$ cat config.mk
export PLATFORM = sky130hd
export DESIGN_NAME = cdq_controller
export DESIGN_NICKNAME = d
export VERILOG_FILES = /design/src/hdl/cdq_pkg.sv /design/src/hdl/cdq_controller.sv
export SDC_FILE = /design/constraint.sdc
export NUM_CORES = 1
export LEC_CHECK = 0
export BUFFER_PORTS_ARGS = -buffer_cell sky130_fd_sc_hd__buf_2
export CORE_AREA = 3 3 40 42
export CTS_CLUSTER_DIAMETER = 50
export DETAILED_ROUTE_END_ITERATION = 12
export DIE_AREA = 0 0 43 45
export SYNTH_ARGS = -nofsm -noshare
export SYNTH_HDL_FRONTEND = slang
export SYNTH_SLANG_ARGS = --single-unit
$ cat constraint.sdc
create_clock -name clock -period 1.2 [get_ports clock]
set_input_delay 0 -clock clock [delete_from_list [all_inputs] [get_ports clock]]
set_output_delay 0 -clock clock [all_outputs]
set_load 0.01 [all_outputs]
$ cat src/hdl/cdq_pkg.sv
package cdq_pkg;

   // Field widths fixed by the interface
   localparam int unsigned CAPACITY_W = 8;
   localparam int unsigned OP_W       = 3;
   localparam int unsigned VALUE_W    = 32;
   localparam int unsigned STATUS_W   = 2;

   // Default ring depth and capacity after reset
   localparam int unsigned DEFAULT_MAX_SLOTS = 128;
   localparam logic [CAPACITY_W-1:0] CAPACITY_RESET = 8'd128;

   // Operation codes
   localparam logic [OP_W-1:0] OP_PUSH_FRONT = 3'd0;
   localparam logic [OP_W-1:0] OP_PUSH_REAR  = 3'd1;
   localparam logic [OP_W-1:0] OP_POP_FRONT  = 3'd2;
   localparam logic [OP_W-1:0] OP_POP_REAR   = 3'd3;
   localparam logic [OP_W-1:0] OP_REPORT     = 3'd4;

   // Status codes
   localparam logic [STATUS_W-1:0] STATUS_DONE       = 2'd0;
   localparam logic [STATUS_W-1:0] STATUS_FULL       = 2'd1;
   localparam logic [STATUS_W-1:0] STATUS_EMPTY      = 2'd2;
   localparam logic [STATUS_W-1:0] STATUS_UNUSED     = 2'd3;

   // Commands from the controller to the datapath
   typedef struct packed {
      logic update;   // apply the operation of the accepted transfer
      logic read;     // read front and rear slots
      logic load;     // move the result into the output register
   } ctl_cmd_type;

   // Status from the datapath to the controller
   typedef struct packed {
      logic out_free; // output register empty or being taken this cycle
   } ctl_stat_type;

endpackage

$ cat src/hdl/cdq_controller.sv
module cdq_controller (
   input  logic                  clock,
   input  logic                  reset,
   input  logic                  req_valid,
   output logic                  req_ready,
   input  cdq_pkg::ctl_stat_type stat,
   output cdq_pkg::ctl_cmd_type  cmd
);
   import cdq_pkg::*;

   typedef enum logic [2:0] {
      S_IDLE = 3'b001,
      S_READ = 3'b010,
      S_DONE = 3'b100
   } state_type;

   state_type state_ff, state_in;

   // Decode commands and next state
   always_comb begin
      state_in   = state_ff;
      req_ready  = 1'b0;
      cmd.update = 1'b0;
      cmd.read   = 1'b0;
      cmd.load   = 1'b0;
      case (state_ff)
         S_IDLE: begin
            req_ready  = 1'b1;
            cmd.update = req_valid;
            if (req_valid) begin
               state_in = S_READ;
            end
         end
         S_READ: begin
            cmd.read = 1'b1;
            state_in = S_DONE;
         end
         S_DONE: begin
            cmd.load = stat.out_free;
            if (stat.out_free) begin
               state_in = S_IDLE;
            end
         end
         default: begin
            state_in = S_IDLE;
         end
      endcase
   end

   // Advance state
   always_ff @(posedge clock) begin
      if (reset) begin
         state_ff <= S_IDLE;
      end else begin
         state_ff <= state_in;
      end
   end

endmodule

---- After elaboration in Yosys (flattened, before gate mapping) ----
Cells that the tools add are included.
word-level totals
  input bits .............................. 4
  output and inout bits ................... 4
  word-level logic and storage cells ...... 14
  register bits after elaboration ......... 3
cells by class
  equality and inequality tests ........... 5
  reduce and logical (&&, ||, !) cells .... 1
  muxes and demuxes ....................... 7
operators by type and width
  kind                                                             count
  3-bit one-hot mux with 3 select lines                            1
  3-bit 2-to-1 mux                                                 2
  1-bit 2-to-1 mux                                                 4
  2-bit != test, second input constant                             2
  3-bit by 1-bit == test with 1-bit output, second input constant  1
  3-bit by 2-bit == test with 1-bit output, second input constant  1
  3-bit == test, second input constant                             1
  2-bit AND reduction                                              1

---- Longest topological paths before layout ----
Gate-level depths: netlist of the first run.
  depth in word-level cells ............... 3
  depth in mapped cells ................... 3
  depth with buffers taken out ............ 2

---- Worst setup path before layout of the first run ----
OpenSTA, ideal clock, no wires.
  kind .................................... register -> register
  from .................................... register state_ff[0]
  to ...................................... register state_ff[0]
  setup slack ............................. 0.057 ns
  path buffers ............................ 0
  data required time ...................... 1.085 ns
  library setup time ...................... 0.115 ns
  cell stages (with the launch flop) ...... 3
  data arrival time ....................... 1.027 ns
  clock period less this slack ............ 1.143 ns
  path through ............................ dfxtp_1 > or4b_1 > a31o_1
between the ends
  word-level cells in the longest chain between the ends .. 3
  elaborated cells on any way between the ends .. 7
  classes of those cells .................. 5 x eq/ne; 1 x mux; 1 x reduce/logical
ends and longest elaborated chain
  element                                                                    RTL line              source
  start: declaration                                                         cdq_controller.sv:17  state_type state_ff, state_in;
  start signal: assignment                                                   cdq_controller.sv:55  state_ff <= state_in;
  3-bit == test or 3-bit by 1-bit == test with 1-bit output (tied branches)  cdq_controller.sv:26  case (state_ff)
  2-bit != test (no line)                                                    -
  2-bit AND reduction (no line)                                              -
Parallel ways exist; a longest one is shown, timed or not.
A chain may end at the register's enable or synchronous reset.

---- Worst setup path in the final report of the first run ----
Same ends and word-level chain as after synthesis.

==> summary.txt, run 1 <==
Run status
  – Status: complete, no violations

Worst hold path
  – Worst Hold Class: primary input to register
  – WHS Path Cells: 3

Place
  – GP Congestion: 0.665
  – PortBufs: 7

Layout
  – Most common cell after layout, fill and taps aside: buf_2
  – Top reg by flops: state_ff
  – Area of the multi-input gates: between 80 and 90 um^2
  – Fin nets: 35
  – Fillcell total: ~140
  – Most frequent cells in the layout: buf_2 (7), clkbuf_4 (3), buf_4 (3)
  – Biggest regs: state_ff: 3 flops
  – Share of post-route cells with drive strength above 1: 0.567
  – Final Util: 0.210
  – FF+latch area: 62.6 um^2
  – Antenna cells: 0
  – Area growth syn-to-layout: 68.7%
  – Max reg flops: 3

CTS
  – CTS tree: yes
  – Clk pin slew, worst setup/hold paths: about 40 ps
  – Inserted Clock Buffers: 3
  – Setup Buffers After CTS: 0
  – Clock buffer depth: 2
  – CTS sink count: 3
  – H-tree lvl count: 1
  – CTS Root Cell: clkbuf_4
  – Clk_lat worst skew: about 230 ps

STA
  – Slew headroom: 0.886
  – Final slew viol count: 0
  – Layout Skew: approximately 3.0 ps
  – Min Tclk post-route: about 1100 ps
  – Final hold violations: 0
  – F_max: a little under 900 MHz
  – TNS Setup: 0 ps
  – Fin crit share: 0.957
  – Final setup vio count: 0
  – Slew @ Worst Pin: roughly 170 ps
  – Hold slack: ~50 ps
  – Unrepaired setup endpoints after global routing: false

Synthesis
  – Syn Std Cell Area: 160 um^2
  – Mapped Avg Cell Area: 10.0 um^2
  – Mux share of post-synthesis cell area: 0
  – Cell variety after synth: 13
  – Main combinational cell family by area after synthesis: simple AND/OR/NAND/NOR gates
  – Synth Area in Simple Gates: 0.430
  – Cells after Synth: 16
  – Syn. warnings: 0
  – Compound-Gate Fraction of Synth Area: 0.102
  – Post-synthesis adder-cell area fraction: 0
  – Syn_nets: 20
  – Synth Register Bits: 3
  – Seq/Total Area, Yosys: 0.375
  – Xor and xnor area share after synthesis: 0

Floorplan
  – I/O pin count: 8
  – FP Rows: 13
  – Starting Density: 0.125
  – Die width: approximately 43 um
  – Die Height: about 45 um
  – Die area: between 0.0015 and 0.002 mm^2
  – Core area: ~0.0013 mm^2

Route
  – Vias per cell: 3.64
  – Total number of vias: 164
  – Uppermost layer routed: met4
  – DRC Markers: 0
  – M1 WL: approximately 190 um
  – Wire length per cell: about 8 um
  – Metal3 WL: 37 um
  – Iteration-0 DRC count of the detailed router: 2
  – DRT antenna net count: 0
  – Post-Route WL: around 360 um
  – Detailed Routing Iterations Pass 1: 2
  – Met2 wire length: between 100 and 150 um

Global route
  – GRT Total Usage: 0.0583
  – Vias in the first global route: approximately 170
  – Pin count of the biggest net entering global routing: 5
  – First-pass GRT wire length: between 700 and 800 um
  – Antenna violations before repair: 0
  – GRT overflow: 0

Setup path
  – Slowest-stage cell, CP: or4b_1
  – R2r worst-path depth: 2
  – Crit-path max FO: 3
  – Arrival @ worst endpoint: ~1300 ps
  – Worst path max stage delay: a little over 500 ps
  – Number of cells on the critical path: 2
  – Critical-path cell list: or4b_1, a31o_1
  – CP Data Required Time: approximately 1300 ps
  – Buf+Inv Stages, Crit Path: 0
  – Setup crit end kind: register
  – Setup crit start kind: register
  – CP delay by family, top: simple AND/OR/NAND/NOR gates
  – CP Class: register to register

Power
  – Peak supply drop: about 0.23 mV
  – Combinational share of power: 0.142
  – P_sw: 78.4 uW
  – Leakage: 0.127 nW
  – Internal power: around 260 uW
  – PD cells: around 1200 mW/mm^2
  – Seq pwr share: 0.328
  – Clock Power Share: 0.530
  – Total chip power: about 340 uW
  – Sw Share: 0.233

Run
  – Max-cap violation count: 0
==> final timing paths <==
path | slack [ps] | from | end
hold reg to reg | 560 | state_ff[0] | state_ff[2]
hold / removal | 50 | stat | state_ff[2]
setup reg to reg | 50 | state_ff[0] | state_ff[0]
setup / recovery | 50 | state_ff[0] | state_ff[0]
==> metrics by stage <==
stage | setup slack (ps) | cells | instance area (um^2)
floorplan | 57.4 | 16 | 160
global placement | 52.5 | 40 | 229
detailed placement | 60.3 | 40 | 229
CTS | 49.1 | 45 | 269
global route | 0.679 | 45 | 270
finish | 51.0 | 45 | 270
==> per-layer routing <==
layer / global-route usage / up-vias
met5: 0 / -
met4: 0.0904 / 0
li1: - / 87
met1: 0.0771 / 66
met2: 0.0509 / 9
met3: 0.0239 / 2
==> power by group through the flow <==
stage / Clock, mW / Combinational (mW) / Sequential (mW)
after floorplan: 0 / 0.0205 / 0.112
after global placement: 0 / 0.0452 / 0.111
after detailed placement: 0 / 0.0451 / 0.111
after CTS: 0.191 / 0.0485 / 0.110
after global routing: 0.198 / 0.0537 / 0.112
final: 0.178 / 0.0479 / 0.110
==> logic make-up after synthesis <==
family	after synthesis
DFF	3
and+or+nand+nor	8
AOI/OAI and AO/OA	2
buffers and inverters	3
==> worst min-delay path: stages <==
cell	delay, ps
buf_2	90
or3b_1	90
a211oi_1	50
==> cells in the mapped netlist <==
library cell,instances,area [um^2]
or3b_1,1,8.76
a211oi_1,1,7.51
nand4bb_1,1,11.3
or4b_1,1,10.0
nand2b_1,1,6.26
nor2_1,1,3.75
buf_4,1,7.51
inv_1,2,7.51
and4bb_2,1,12.5
or3b_2,1,8.76
a31o_1,1,8.76
dfxtp_1,3,60.1
nor3b_1,1,7.51
==> cell type report <==
class | instances | area share
Timing Repair Buffer | 11 | 0.250
Multi-Input combinational cell | 10 | 0.324
Clock buffer | 4 | 0.0972
Sequential cell | 3 | 0.231
Inverter | 2 | 0.0278
Tap cell | 15 | 0.0694
==> timing repair <==
action                     4_1_cts  5_1_grt
hold buffers                     1        0
resized for setup                2        1
hold endpoints to repair         3        0
pin swaps                        0        0
setup endpoints to repair        1        3
No activity file was read; power rests on OpenSTA's default activity.
==> inputs of run 2 (changes only) <==
--- a/config.mk
+++ b/config.mk
@@ -7,6 +7,7 @@
 export LEC_CHECK = 0
 export BUFFER_PORTS_ARGS = -buffer_cell sky130_fd_sc_hd__buf_2
 export CORE_AREA = 3 3 40 42
+export CTS_BUF_LIST = sky130_fd_sc_hd__clkbuf_4 sky130_fd_sc_hd__clkbuf_8 sky130_fd_sc_hd__clkbuf_16
 export CTS_CLUSTER_DIAMETER = 50
 export DETAILED_ROUTE_END_ITERATION = 12
 export DIE_AREA = 0 0 43 45
==> run 2 against run 1 <==
Effect of this change: register-to-register slack about the same; clock skew fell by 0.68 ps; sequential power hardly changed; die area unchanged; critical endpoint unchanged; largest cell class unchanged; cell count unchanged.
==> summary.txt, run 2 (same netlist as run 1, synthesis figures left out) <==
Run status
  – Status: complete, no violations

Run
  – Max-cap violation count: 0

STA
  – Final setup vio count: 0
  – Slew headroom: 0.886
  – Min Tclk post-route: approximately 1100 ps
  – Layout Skew: 2.35 ps
  – Slew @ Worst Pin: roughly 170 ps
  – Final slew viol count: 0
  – Final hold violations: 0
  – Fin crit share: 0.957
  – F_max: 870 MHz
  – Unrepaired setup endpoints after global routing: false
  – Final WS setup: roughly 51 ps
  – TNS Setup: 0 ps

Layout
  – Share of post-route cells with drive strength above 1: 0.600
  – Antenna cells: 0
  – Most common cell after layout, fill and taps aside: buf_2
  – Most frequent cells in the layout: buf_2 (7), clkbuf_4 (4), buf_4 (3)
  – Biggest regs: state_ff: 3 flops
  – Area growth syn-to-layout: 71.1%
  – Fillcell total: approximately 140
  – Fin nets: 35
  – Max reg flops: 3
  – Top reg by flops: state_ff
  – Final Util: 0.213

Power
  – Sw Share: 0.221
  – Clock Power Share: 0.561
  – PD cells: about 1300 mW/mm^2
  – Peak supply drop: approximately 0.23 mV
  – Total chip power: ~360 uW
  – Internal power: approximately 280 uW
  – Combinational share of power: 0.133
  – Leakage: roughly 0.13 nW
  – Seq pwr share: 0.306
  – P_sw: 79.6 uW

CTS
  – CTS Root Cell: clkbuf_4
  – Clk_lat worst skew: roughly 230 ps
  – Clk pin slew, worst setup/hold paths: about 40 ps
  – Inserted Clock Buffers: 3
  – H-tree lvl count: 1
  – Clock buffer depth: 2
  – Setup Buffers After CTS: 0
  – CTS tree: yes
  – CTS sink count: 3

Floorplan
  – Core area: approximately 0.0013 mm^2
  – Die Height: 45 um
  – Die area: about 0.0019 mm^2
  – Die width: around 43 um
  – Starting Density: 0.125
  – I/O pin count: 8
  – FP Rows: 13

Route
  – Post-Route WL: approximately 360 um
  – Vias per cell: 3.60
  – Uppermost layer routed: met4
  – Iteration-0 DRC count of the detailed router: 2
  – Total number of vias: ~160
  – Wire length per cell: approximately 8 um
  – Detailed Routing Iterations Pass 1: 3
  – Met2 wire length: 118 um
  – DRT antenna net count: 0
  – M1 WL: roughly 190 um
  – DRC Markers: 0
  – Metal3 WL: 37 um

Setup path
  – Setup crit start kind: register
  – Crit-path max FO: 3
  – CP Class: register to register
  – Arrival @ worst endpoint: around 1300 ps
  – CP startpoint: state_ff[0]
  – CP Data Required Time: ~1300 ps
  – RR Startpoint: state_ff[0]
  – Setup crit end kind: register

Place
  – GP Congestion: roughly 0.66
  – PortBufs: 7
  – Place WS: about 60 ps

Global route
  – GRT overflow: 0
  – First-pass GRT wire length: between 700 and 800 um
  – Pin count of the biggest net entering global routing: 5
  – Vias in the first global route: between 150 and 200
  – Antenna violations before repair: 0
  – GRT Total Usage: 0.0583

Worst hold path
  – HP Start: stat
  – Worst Hold Class: primary input to register
==> run 2: cell counts in the layout (fill, tap and decap cells not counted) <==
Identical to the previous run, type by type.
==> run 2: final cells by class <==
type	count	area (um^2)	share of cell area
multi-input cells	10	87.6	0.320
repair buffers	11	67.6	0.247
flip-flops and latches	3	62.6	0.228
clock buffers	4	30.0	0.110
well taps	15	18.8	0.0685
inverters	2	7.51	0.0274
==> run 2: worst paths after layout <==
check	end	slack [ps]	cells past startpoint
hold / removal	state_ff[2]	50	3
hold reg to reg	state_ff[2]	560	2
setup / recovery	state_ff[0]	50	2
setup reg to reg	state_ff[0]	50	2
==> run 2: worst max-delay path, cell delays in order, from the launching register on <==
cell and delay [ps]:
dfxtp_1 310, or4b_1 510, a31o_1 220
==> run 2: layer usage <==
metal,global-route usage,up-vias
met3,0.0239,2
li1,-,87
met1,0.0771,64
met4,0.0904,0
met2,0.0509,9
met5,0,-
==> run 2: per-stage QoR <==
step | hold slack, ps | area [um^2] | instances
2_1_floorplan | 72.4 | 160 | 16
3_3_place_gp | 208 | 229 | 40
3_5_place_dp | 201 | 229 | 40
4_1_cts | 50.4 | 273 | 45
5_1_grt | 79.8 | 274 | 45
6_report | 49.1 | 274 | 45
==> run 2: power by group through the flow <==
stage          registers (mW)  clock network (mW)  logic (mW)
2_1_floorplan           0.112                   0      0.0205
3_3_place_gp            0.111                   0      0.0452
3_5_place_dp            0.111                   0      0.0451
4_1_cts                 0.110               0.215      0.0485
5_1_grt                 0.112               0.221      0.0537
6_report                0.110               0.202      0.0480
==> run 2: what timing repair did <==
item                                    in CTS  in global routing
endpoints found under the hold margin        3                  0
hold buffers                                 1                  0
endpoints found under the setup margin       1                  3
gates resized for setup                      2                  1
